--- config.mk ---
export PLATFORM = sky130hd
export DESIGN_NAME = hbp_packer
export DESIGN_NICKNAME = d
export VERILOG_FILES = /design/src/rtl/core/hbp_pkg.sv /design/src/rtl/core/hbp_packer.sv
export SDC_FILE = /design/constraint.sdc
export NUM_CORES = 1
export LEC_CHECK = 0
export ABC_AREA = 0
export BUFFER_PORTS_ARGS = -buffer_cell sky130_fd_sc_hd__buf_2
export CORE_MARGIN = 10
export CORE_UTILIZATION = 25
export CTS_CLUSTER_DIAMETER = 60
export DETAILED_ROUTE_END_ITERATION = 10
export GPL_ROUTABILITY_DRIVEN = 0
export PLACE_DENSITY = 0.43
export REMOVE_ABC_BUFFERS = 1
export SETUP_SLACK_MARGIN = 0.2
export SLEW_MARGIN = 20
export SYNTH_ARGS = -nofsm -noshare
export SYNTH_HDL_FRONTEND = slang
export SYNTH_SLANG_ARGS = --single-unit
export TNS_END_PERCENT = 100
--- constraint.sdc ---
create_clock -name i_clk -period 4.35 [get_ports i_clk]
set_clock_uncertainty 0.2 [all_clocks]
set_input_delay 0.87 -clock i_clk [delete_from_list [all_inputs] [get_ports i_clk]]
set_output_delay 0.87 -clock i_clk [all_outputs]
set_load 0.1 [all_outputs]
--- src/rtl/core/hbp_pkg.sv ---
package hbp_pkg;

    localparam int NUM_SYMBOLS       = 256;
    localparam int SYM_W             = 8;
    localparam int LEN_IN_W          = 6;
    localparam int CODE_IN_W         = 32;
    localparam int BYTE_W            = 8;
    localparam int PEND_W            = 7;
    localparam int PCNT_W            = 3;
    localparam int DEF_MAX_CODE_BITS = 32;

    typedef enum logic [1:0] {
        CMD_LOAD   = 2'd0,
        CMD_ENCODE = 2'd1,
        CMD_FLUSH  = 2'd2
    } t_cmd;

    typedef struct packed {
        logic valid;
        t_cmd cmd;
    } t_stage_ctl;

    function automatic logic [BYTE_W-1:0] low_mask(input logic [PCNT_W-1:0] count);
        logic [BYTE_W-1:0] mask;
        case (count)
            3'd0:    mask = 8'd0;
            3'd1:    mask = 8'd1;
            3'd2:    mask = 8'd3;
            3'd3:    mask = 8'd7;
            3'd4:    mask = 8'd15;
            3'd5:    mask = 8'd31;
            3'd6:    mask = 8'd63;
            3'd7:    mask = 8'd127;
            default: mask = 8'd255;
        endcase
        return mask;
    endfunction

endpackage

--- src/rtl/core/hbp_packer.sv ---
module hbp_packer
    import hbp_pkg::*;
#(
    parameter int CODE_W = DEF_MAX_CODE_BITS,
    parameter int LEN_W  = $clog2(DEF_MAX_CODE_BITS + 1)
) (
    input  logic              i_clk,
    input  logic              i_rst_n,
    input  t_stage_ctl        i_ctl,
    input  logic [LEN_W-1:0]  i_len,
    input  logic [CODE_W-1:0] i_code,
    input  logic              i_m_tready,
    output logic              o_advance,
    output logic              o_m_tvalid,
    output logic [BYTE_W-1:0] o_m_tdata,
    output logic              o_m_tlast
);

    localparam int ACC_W     = CODE_W + PEND_W;
    localparam int MAX_BYTES = ACC_W / BYTE_W;
    localparam int BUF_W     = MAX_BYTES * BYTE_W;
    localparam int NB_W      = $clog2(MAX_BYTES + 1);
    localparam int TOT_W     = $clog2(ACC_W + 1);

    logic [BUF_W-1:0]  r_buf,  n_buf;
    logic [NB_W-1:0]   r_bcnt, n_bcnt;
    logic [PEND_W-1:0] r_pend, n_pend;
    logic [PCNT_W-1:0] r_pcnt, n_pcnt;

    logic [BYTE_W-1:0] mask_cur;
    logic [BYTE_W-1:0] mask_new;
    logic [PEND_W-1:0] pend_m;
    logic [ACC_W-1:0]  acc;
    logic [ACC_W-1:0]  rest;
    logic [TOT_W-1:0]  total;
    logic [TOT_W-1:0]  shamt;
    logic [PEND_W-1:0] new_pend;
    logic [NB_W-1:0]   nb;
    logic [BUF_W-1:0]  buf_data;
    logic              buf_free;
    logic              take;
    logic              load;

    assign mask_cur = low_mask(r_pcnt);
    assign pend_m   = r_pend & mask_cur[PEND_W-1:0];
    assign acc      = ACC_W'(pend_m) | (ACC_W'(i_code) << r_pcnt);
    assign total    = TOT_W'(r_pcnt) + TOT_W'(i_len);
    assign shamt    = {total[TOT_W-1:3], 3'b000};
    assign rest     = acc >> shamt;
    assign mask_new = low_mask(total[2:0]);
    assign new_pend = rest[PEND_W-1:0] & mask_new[PEND_W-1:0];

    always_comb begin
        nb       = '0;
        buf_data = acc[BUF_W-1:0];
        case (i_ctl.cmd)
            CMD_ENCODE: begin
                nb = NB_W'(total >> 3);
            end
            CMD_FLUSH: begin
                nb       = (r_pcnt != '0) ? NB_W'(1) : '0;
                buf_data = BUF_W'(pend_m);
            end
            default: begin
                nb = '0;
            end
        endcase
    end

    assign take      = (r_bcnt != '0) && i_m_tready;
    assign buf_free  = (r_bcnt == '0) || ((r_bcnt == NB_W'(1)) && i_m_tready);
    assign o_advance = i_ctl.valid && ((nb == '0) || buf_free);
    assign load      = o_advance && (nb != '0);

    always_comb begin
        n_bcnt = r_bcnt;
        n_buf  = r_buf;
        if (load) begin
            n_bcnt = nb;
            n_buf  = buf_data;
        end else if (take) begin
            n_bcnt = r_bcnt - NB_W'(1);
            n_buf  = r_buf >> BYTE_W;
        end
    end

    always_comb begin
        n_pend = r_pend;
        n_pcnt = r_pcnt;
        if (o_advance) begin
            case (i_ctl.cmd)
                CMD_ENCODE: begin
                    n_pend = new_pend;
                    n_pcnt = total[2:0];
                end
                CMD_FLUSH: begin
                    n_pend = '0;
                    n_pcnt = '0;
                end
                default: begin
                    n_pend = r_pend;
                end
            endcase
        end
    end

    always_ff @(posedge i_clk) begin
        r_buf <= n_buf;
    end

    always_ff @(posedge i_clk) begin
        if (!i_rst_n) begin
            r_bcnt <= '0;
            r_pend <= '0;
            r_pcnt <= '0;
        end else begin
            r_bcnt <= n_bcnt;
            r_pend <= n_pend;
            r_pcnt <= n_pcnt;
        end
    end

    assign o_m_tvalid = (r_bcnt != '0);
    assign o_m_tdata  = r_buf[BYTE_W-1:0];
    assign o_m_tlast  = (r_bcnt == NB_W'(1));

`ifndef ASSERT_OFF
    a_flush_clears: assert property (@(posedge i_clk) disable iff (!i_rst_n)
        (o_advance && (i_ctl.cmd == CMD_FLUSH)) |=> (r_pcnt == '0))
        else $error("pending bits left after flush");

    a_load_shows: assert property (@(posedge i_clk) disable iff (!i_rst_n)
        load |=> (o_m_tvalid && (r_bcnt == $past(nb))))
        else $error("byte buffer count does not match loaded transaction");

    a_stall_holds: assert property (@(posedge i_clk) disable iff (!i_rst_n)
        (o_m_tvalid && !i_m_tready) |=> (r_bcnt == $past(r_bcnt)))
        else $error("byte buffer changed while output stalled");
`endif

endmodule

==> results of run 1 <==
[cell type report]
class / instances / area (µm²) / area share
clock buffers: 6 / 150 / 0.0286
clock inverters: 2 / 11.3 / 0.00214
repair buffers: 71 / 410 / 0.0780
well taps: 229 / 287 / 0.0545
multi-input cells: 380 / 2970 / 0.565
inverters: 17 / 63.8 / 0.0121
flip-flops and latches: 52 / 1370 / 0.260
[through the flow]
stage / instance area (µm²) / hold WS, ns
after floorplan: 4390 / 0.246
after global placement: 5100 / 0.270
after detailed placement: 5100 / 0.269
after CTS: 5260 / 0.284
after global routing: 5260 / 0.313
final: 5260 / 0.289
[metal layers]
layer | routed length, µm | global-route usage | share of wire
met5 | 0 | 0 | 0
met4 | 144 | 0.0292 | 0.0098
met3 | 687 | 0.0179 | 0.047
met2 | 6820 | 0.194 | 0.46
met1 | 7100 | 0.169 | 0.48
[registers in the layout (all words and copies together) (netlist names)]
register	flops
r_buf	32
mask_cur	7
r_pend	7
r_bcnt	3
r_pcnt	3
[synth_stat cells, types with 4 or more instances]
library cell and n:
mux2_2 16, dfxtp_1 20, nand3b_1 6, nand2b_1 7, nor2b_1 4, clkbuf_1 14
ha_1 8, edfxtp_1 32, a211oi_1 7, a21oi_1 26, inv_1 14, o21ai_0 27
and2_1 4, mux4_2 24, o31ai_1 16, nor3_1 14, nand2_1 61, o211ai_1 7
mux2i_1 37, buf_2 18, nand4_1 5, o22ai_1 9, nand3_1 13, nor2_1 25
buf_4 10, a21o_1 4
[worst max-delay path: stages]
cell and delay, ns:
buf_2 0.10, ha_1 0.23, fa_1 0.42, and3_1 0.20, o22a_2 0.25, a31oi_1 0.22
o21ai_0 0.10, and2_1 0.16, buf_2 0.28
[cells by family (layout without fill, tap and decap cells)]
logic type / Yosys count / count (layout) / share of synthesized area
AO/OA/AOI/OAI: 135 / 135 / 0.207
XOR/XNOR: 3 / 3 / 0.00568
adder cells (fa/ha/maj): 9 / 9 / 0.0260
buffers and inverters: 63 / 96 / 0.0657
flip-flops: 52 / 52 / 0.294
multiplexers: 77 / 77 / 0.236
AND/OR/NAND/NOR: 156 / 156 / 0.165
[power by group]
group,leakage (nW),internal [mW],switching (mW)
clock,0.0823,0.248,0.191
sequential,0.464,0.710,0.0438
combinational,1.34,0.352,0.812
[final timing paths]
kind | startpoint | to | slack [ns] | depth (start not counted)
setup / recovery | i_len[0] | o_advance | 0.44 | 9
hold / removal | r_pend[6] | r_pend[6] | 0.29 | 2
setup reg to reg | r_pcnt[0] | mask_cur[4] | 1.13 | 9
hold reg to reg | r_pend[6] | r_pend[6] | 0.29 | 2
==> metrics list, run 1 <==
- Leading post-synthesis cells by cell area: edfxtp_1 (21%), mux4_2 (12%), dfxtp_1 (8.7%)
* Final design utilization: 0.291
- Final antenna-violating net count: 0
- First DRT Iteration DRCs: 401
- Outcome: complete, no violations
* Total global routing track utilization: 0.122
- Count of hold-fix buffers inserted at cts: 0
- The share of synthesized area in the top cell type comes to 0.208.
- Avg Synthesized Cell Area: 9.34 µm²
- The top cell types in the final layout, fill and taps aside, are nand2_1 (61), buf_2 (54), mux2i_1 (37), edfxtp_1 (32).
- During placement, the flow inserted port buffers numbering 54.
- Portion of the clock cycle consumed by the worst path in the final layout: 0.900
* Total half-perimeter wirelength after legalization and detailed placement: 11400 µm
- Setup violations remaining at the end of the flow were counted as 0.
- Post-cts resize count: 0
- 0 antenna diodes ended up in the layout.
- After layout, the worst setup slack is 0.437 ns.
- From bottom edge to top edge, the die measures 156 µm.
* Most common cell after layout, fill and taps aside: nand2_1
* Total power: 2.36 mW
- The pre-antenna-repair detailed-routing pass consisted of 5 iterations.
- The floorplan step set the die width to 156 µm.
- Worst Tran Pin Value: 0.719 ns
- Min cycle time layout: 3.91 ns
- Number of synthesized flops with an enable pin: 32
- The worst setup path is captured at a primary output.
- Clock root buffer master: clkbuf_16
- Crit path launch type: input pin
- Entering global routing, the biggest net connects 55 pins.
- Initial antenna violation count: 0
* Library cell with the largest summed area after synthesis: edfxtp_1
* Proportion of synthesized flip-flops having asynchronous set or reset: 0
* Type of the tightest min-delay check: reg2reg
- CP Data Arrival Time: 2.84 ns
- In the final routed layout, each cell accounts on average for 19.5 µm.
* Data required time at the worst endpoint: 3.28 ns
* H-tree levels: 2
- Max-cap violations in this run came to 0.
- For this run, the top clock speed supported by timing is 256 MHz.
- Overflow after GRT: 0
- Using the TritonRoute via totals, the vias-per-cell ratio works out to 5.33.
- After detailed placement, the design holds a cell count of 749.
- For this configuration, the core starts out at a cell density of 0.256.
- Total negative slack: 0 ns
* Leakage component of the power: 1.88 nW
* Number of placement rows: 49
- Final #Nets: 580
- Routed wire length: 14800 µm
- Unrepaired setup endpoints after global routing: no
* Core ar.: 18100 µm²
- Counting the buffers created by CTS gives 5.
- After clock tree synthesis, the clock-pin slew on the worst setup and hold paths is 0.07 ns.
* Part of the Yosys area used for sequential elements: 0.294
- Share of post-route cells with drive strength above 1: 0.261
- The cell count after synthesis came out at 495.
* Worst-path fanout max: 3
* Postcts setup bufs: 0
- IR analysis of the VDD net gives a maximum drop of 0.166 mV.
* Die Area: 24300 µm²
* Fill count: 1919
- Worst-Skew Late Latency: 0.30 ns
* Non-filler instance count after layout: 757
- Flops & latches, synth: 52
- Syn-to-layout area delta: 13.7%
- For this block, the via count after detailed routing is 4034.
- In the routed design, unresolved DRC markers number 0.
* Relative slew slack: 0.521
* Fin. max-slew vios: 0
- Placement-stage worst setup slack: 0.414 ns
- Post-synth design cell area: 4630 µm²
- Clock tree buffer depth: 2
- 55 I/O pins were placed.
- For this design the ratio of total power to cell area is 448 nW/µm².
- Number of hold violations in the final report: 0
- Num Clock Sinks: 52
- The first global-routing pass estimated 23600 µm of wire.
* Number of warnings printed during yosys synthesis: 0
* Clock tree from TritonCTS: done
- Class of the most critical setup path: in2out
* Distinct cell type count after synthesis: 69
- For this run, the leading register cell type out of synthesis is edfxtp_1.
- Number of global-route vias before repair: 4075
Note: power is estimated with default switching activity, not from simulation.
==> inputs of run 2 (changes only) <==
- clock period: 4.35 -> 3.86 ns (I/O delays scaled with it)
==> run 2 against run 1 <==
Net effect: wire length increased by 0.58%; utilization up 0.46 points; critical path depth is the same; critical endpoint unchanged; highest routed layer unchanged.
==> metrics list, run 2 (synthesis results as in run 1) <==
* Total power: 2.68 mW
- Clock-pin slew of the registers on the worst-case setup and hold paths: 0.07 ns
- Dividing the final minimum period by the clock period gives 0.915.
* Clock tree buffer depth: 2
- Fill count: 1892
* Final antenna-violating net count: 0
- Before antenna repair, the detailed router went through 6 iterations.
- TritonCTS buffer count: 5
- The critical path starts at i_len[0].
* Cell breakdown of the critical path: buf_2 > ha_1 > fa_2 > and3_1 > o22a_2 > a31oi_2 > o21ai_0 > and2_1 > buf_6
* Most common cell after layout, fill and taps aside: nand2_1
- Type of the tightest min-delay check: reg2reg
- Counting both buffers and inverters, the worst setup path holds a total of 2.
- The run finished with clean final reports.
- Class of the most critical setup path: in2out
- At the later pin of the worst-skew pair, clock insertion delay measures 0.29 ns.
* H-tree levels: 2
- Input and output buffers added on the ports amount to 54.
* First DRT Iteration DRCs: 466
- After floorplanning, the core was sized to cover 18100 µm².
* Share of post-route cells with drive strength above 1: 0.272
- Launching point of the worst reg2reg path: r_pcnt[0]
* Slowest cell on crit path: fa_2
* Reg-to-reg endpoint: mask_cur[0]
- First-pass GRT wire length: 24000 µm
- Row generation in the floorplan step produced 49 rows.
* Worst-path fanout max: 3
- Via Count: 4053
- After global routing the overflow that remains totals 0.
* Antenna diode count: 0
- Largest net degree at the start of global routing: 55
- Number of flip-flops in the largest register: 32
* Total half-perimeter wirelength after legalization and detailed placement: 11400 µm
- For this run, design rule violations remaining after detail routing come to 0.
- Clock tree synthesis found a total of 52 sinks.
- CP Capture Point: o_advance
- In the final design database the tool counted 586 nets.
* Number of global-route vias before repair: 4155
* Die Span X: 156 µm
- Effective utilization at floorplan: 0.256
- Across the run, the number of max-cap violations was 0.
- During I/O placement, the number of pins put on the boundary was 55.
* Initial antenna violation count: 0
- Routed wire length: 14800 µm
- The register with the most flip-flops in the final layout is r_buf.
* Number of cells on the worst reg-to-reg path: 11
- Peak ir drop on the vdd network: 0.206 mV
- Data required time at the worst endpoint: 2.89 ns
- Power Dens Cells: 501 nW/µm²
* Endpoint type of the worst setup path: primary output
- TritonCTS built the clock tree.
- Syn-to-layout area delta: 15.5%
- Buffers inserted to repair hold after CTS numbered 0.
- Counting buffers and inverters, the worst setup path is 9 cells deep.
- Stage delay of the slowest cell on the critical path: 0.38 ns
- Setup violations remaining at the end of the flow were counted as 0.
- Crit path launch type: input pin
- Vertical die dimension: 156 µm
- Category of cells accounting for the largest share of critical-path delay: adder cells
- For the worst setup path, the data arrival time is 2.56 ns.
* Min cycle time layout: 3.53 ns
- Die Area: 24300 µm²
- The tree is rooted in a clkbuf_16.
- Unrepaired setup endpoints after global routing: no
- For the pin with the worst max-slew slack, the measured transition is 0.719 ns.
- The max-slew violation count is 0.
* Leakage component of the power: 1.92 nW
- Setup total negative slack on the finished layout was measured at 0 ns.
- In the global route stage, overall resource usage came out at 0.123.
- The worst pin sits at a relative slew slack of 0.521.
- Highest-count cells in the layout ignoring fill and taps: nand2_1 (61), buf_2 (53), mux2i_1 (37), edfxtp_1 (32)
* Avg Vias per Cell: 5.31
* Number of hold violations in the final report: 0
- Timing would allow up to 283 MHz.
- The worst register-to-register path has a setup slack of 0.80 ns.
- After detailed routing, the average wire length per cell comes to 19.4 µm.
[run 2: metal layers]
| metal | up-vias | wire length [µm] | track usage |
|---|---|---|---|
| li1 | 1962 | - | - |
| met2 | 107 | 6740 | 0.194 |
| met5 | - | 0 | 0 |
| met1 | 1978 | 7240 | 0.170 |
| met4 | 0 | 135 | 0.0288 |
| met3 | 6 | 727 | 0.0204 |
[run 2: repair_timing]
action,in CTS,in global routing
resized for setup,2,2
buffers inserted,0,0
endpoints found under the setup margin,1,1
hold endpoints to repair,0,0
gates cloned,0,0
[run 2: report_power, final]
part / total, mW / internal (mW) / switching [mW]
clock network: 0.479 / 0.277 / 0.202
logic: 1.35 / 0.426 / 0.925
registers: 0.847 / 0.799 / 0.0478
[run 2: worst min-delay path by stage]
stage | start | end | slack, ns | cells after the start
after floorplan | r_pend[6] | r_pend[6] | 0.25 | 2
after global placement | r_pend[6] | r_pend[6] | 0.27 | 2
after detailed placement | r_pend[6] | r_pend[6] | 0.28 | 2
after CTS | r_pend[6] | r_pend[6] | 0.29 | 2
after global routing | r_pend[6] | r_pend[6] | 0.33 | 2
final | r_pend[6] | r_pend[6] | 0.29 | 2
[run 2: final cells by class]
cell class                 count  area, µm²  area share
clock buffer                   6        150      0.0281
clock inverter                 2       8.76     0.00164
inverter                      17       63.8      0.0119
multi-input combinational    380       2980       0.558
sequential                    52       1370       0.256
tap                          229        287      0.0536
timing repair buffer          77        487      0.0911
[run 2: worst reg2reg max path, stage by stage (launching register included)]
cell,delay [ns]
dfxtp_2,0.34
ha_1,0.23
fa_2,0.38
a21oi_1,0.22
o22a_2,0.18
buf_4,0.16
nand3_4,0.10
a311oi_4,0.39
buf_4,0.26
mux2i_1,0.22
buf_4,0.17
o211ai_1,0.08
[run 2: metrics by stage]
step	std cells	util	hold WS, ns	setup slack (ns)	instance area [µm²]
final	763	0.295	0.286	0.327	5340
after global routing	763	0.295	0.329	0.233	5340
after CTS	763	0.295	0.288	0.215	5340
after detailed placement	755	0.286	0.278	0.117	5170
after global placement	755	0.286	0.274	0.140	5170
after floorplan	449	-	0.246	-4.28	4390
==> inputs of run 3 (changes only) <==
- GPL_TIMING_DRIVEN: default -> 0
- MAX_ROUTING_LAYER: default -> met4
==> run 3 against run 2 <==
Net effect: final cell count unchanged; utilization up 0.93 points; via count up 3.2%; sequential power up 0.9%; first-iteration DRC count down 20%; critical endpoint unchanged; largest cell class unchanged; largest power group unchanged.
==> metrics list, run 3 (synthesis results as in run 1) <==
- Outcome: complete, no violations
- Fin. max-slew vios: 0
- Leaving out fill and tap cells, the most frequent cells in the layout are nand2_1 (60), buf_2 (53), mux2i_1 (37), edfxtp_1 (32).
- Peak ir drop on the vdd network: 0.177 mV
- The largest individual stage delay along the critical path comes from the cell fa_2.
* Total half-perimeter wirelength after legalization and detailed placement: 11200 µm
- The final hold violation count was 0.
- Dividing total power by cell area gives a power density of 499 nW/µm².
* Iteration count of the initial detailed-routing pass: 4
- Clock tree buffer depth: 2
- The critical path goes through buf_2 > ha_4 > fa_2 > and3_1 > o22a_2 > a31oi_4 > o21ai_1 > and2_1 > buf_8.
- R2r setup slk: 0.54 ns
- Avg Vias per Cell: 5.48
* Launching point of the worst reg2reg path: r_pcnt[0]
- In this run the most used layer during global routing was met2.
- The library cell used most frequently in the layout, excluding fill and tap cells, is nand2_1.
- Largest reg by FF count: r_buf
- Routed wire length: 16100 µm
- Critical hold path startpoint: r_pend[6]
- Measured along the y axis, the die boundary spans 156 µm.
- The register with the most flip-flops in the layout has 32 of them.
- Relative slew slack: 0.574
- The repair_antennas step left the layout with diodes totalling 0.
- Final routed DRC violation total: 0
- Crit path launch type: input pin
- Hold Path Stages: 2
* CP Data Arrival Time: 2.58 ns
- The clock drives 52 sinks.
- The setup path with the least slack is of type in2out.
- The H-tree was split into 2 levels.
* Portion of the clock cycle consumed by the worst path in the final layout: 0.921
* Data required time at the worst endpoint: 2.89 ns
- Clock-pin slew of the registers on the worst-case setup and hold paths: 0.07 ns
* CP Buf/Inv Count: 2
- The die covers 24300 µm².
- Post-detailed-route wirelength per cell: 21.1 µm
- The die is 156 µm wide.
* Overflow after GRT: 0
- Share of post-route cells with drive strength above 1: 0.285
- TritonCTS created 5 clock buffers.
- During placement, the flow inserted port buffers numbering 54.
* Number of cells on the worst reg-to-reg path: 9
- Worst-path fanout max: 4
- Largest net degree at the start of global routing: 35
- Unrepaired setup endpoints after global routing: no
- Final #Nets: 586
* Number of placement rows: 49
- For this block, the via count after detailed routing is 4184.
- Initial antenna violation count: 0
* First DRT Iteration DRCs: 371
* Worst hold margin: 0.292 ns
* Highest attainable clock frequency: 281 MHz
* Total global routing track utilization: 0.134
- Worst-Skew Late Latency: 0.30 ns
- Setup violations remaining at the end of the flow were counted as 0.
- 55 I/O pins were placed.
- In this run the standard cell core region covers 18100 µm².
- First-pass GRT wire length: 24900 µm
- Clock root buffer master: clkbuf_16
- Destination of the worst hold path: r_pend[6]
- For the finished layout, the period the worst path requires is 3.56 ns.
* Worst Tran Pin Value: 0.639 ns
- The worst hold path belongs to the class reg2reg.
- The tool flagged a number of max-cap violations equal to 0.
- Reg-to-reg endpoint: r_buf[14]
* Category of cells accounting for the largest share of critical-path delay: adder cells
- The worst setup path is captured at a primary output.
- Routing usage on met1: 0.176
- Syn-to-layout area delta: 19.1%
* Met2 usage: 0.207
- In the global route stage, met3 resource usage came out at 0.0196.
- Effective utilization at floorplan: 0.256
- Stage delay of the slowest cell on the critical path: 0.39 ns
- Final antenna-violating net count: 0
- Leakage component of the power: 1.95 nW
* Clock tree from TritonCTS: done
* Total power: 2.75 mW
* Total negative slack: 0 ns
- Number of global-route vias before repair: 4190
* Count of hold-fix buffers inserted at cts: 0
==> run 3: worst max-delay path by stage <==
stage / end / startpoint / cells past startpoint / slack (ns)
after floorplan: r_buf[0] / r_pcnt[2] / 6 / -4.28
after CTS: o_advance / i_len[0] / 9 / 0.20
after global routing: o_advance / i_len[0] / 9 / 0.23
after global placement: r_buf[31] / r_pcnt[2] / 6 / -8.52
after detailed placement: mask_cur[4] / i_len[0] / 9 / -0.25
final: o_advance / i_len[0] / 9 / 0.30
==> run 3: final cells by class <==
cell class | count | area, µm²
Fill cell | 1916 | 12600
Timing Repair Buffer | 77 | 578
Clock buffer | 7 | 143
Inverter | 17 | 63.8
Multi-Input combinational cell | 380 | 3060
Clock inverter | 1 | 6.26
Tap cell | 229 | 287
Sequential cell | 52 | 1370
==> run 3: power breakdown <==
| group | total, mW | switching [mW] | internal [mW] |
|---|---|---|---|
| clock network | 0.479 | 0.219 | 0.260 |
| logic | 1.42 | 0.954 | 0.462 |
| registers | 0.855 | 0.0557 | 0.799 |
==> run 3: timing repair <==
item,CTS,global route
gates cloned,0,0
setup buffers,7,11
pin swaps,2,5
resized for setup,7,12
endpoints found under the setup margin,44,25
==> run 3: metrics by stage <==
step / setup WS, ns / instance area (µm²) / cells / util
2_1_floorplan: -4.28 / 4390 / 449 / -
3_3_place_gp: -8.52 / 4940 / 732 / 0.273
3_5_place_dp: -0.246 / 5090 / 737 / 0.281
4_1_cts: 0.203 / 5360 / 752 / 0.296
5_1_grt: 0.225 / 5510 / 763 / 0.305
6_report: 0.304 / 5510 / 763 / 0.305
==> run 3: routing by layer <==
metal  up-vias  share of wire
met5         -              0
met4         0          0.019
met3        19          0.054
met2       150           0.46
met1      2051           0.47
li1       1964              -
==> run 3: tightest hold or removal path, delay by kind of cell (launching register included) <==
kind	cells	cell delay, ns
and+or+nand+nor	1	0.06
DFF	1	0.32
AOI/OAI and AO/OA	1	0.06
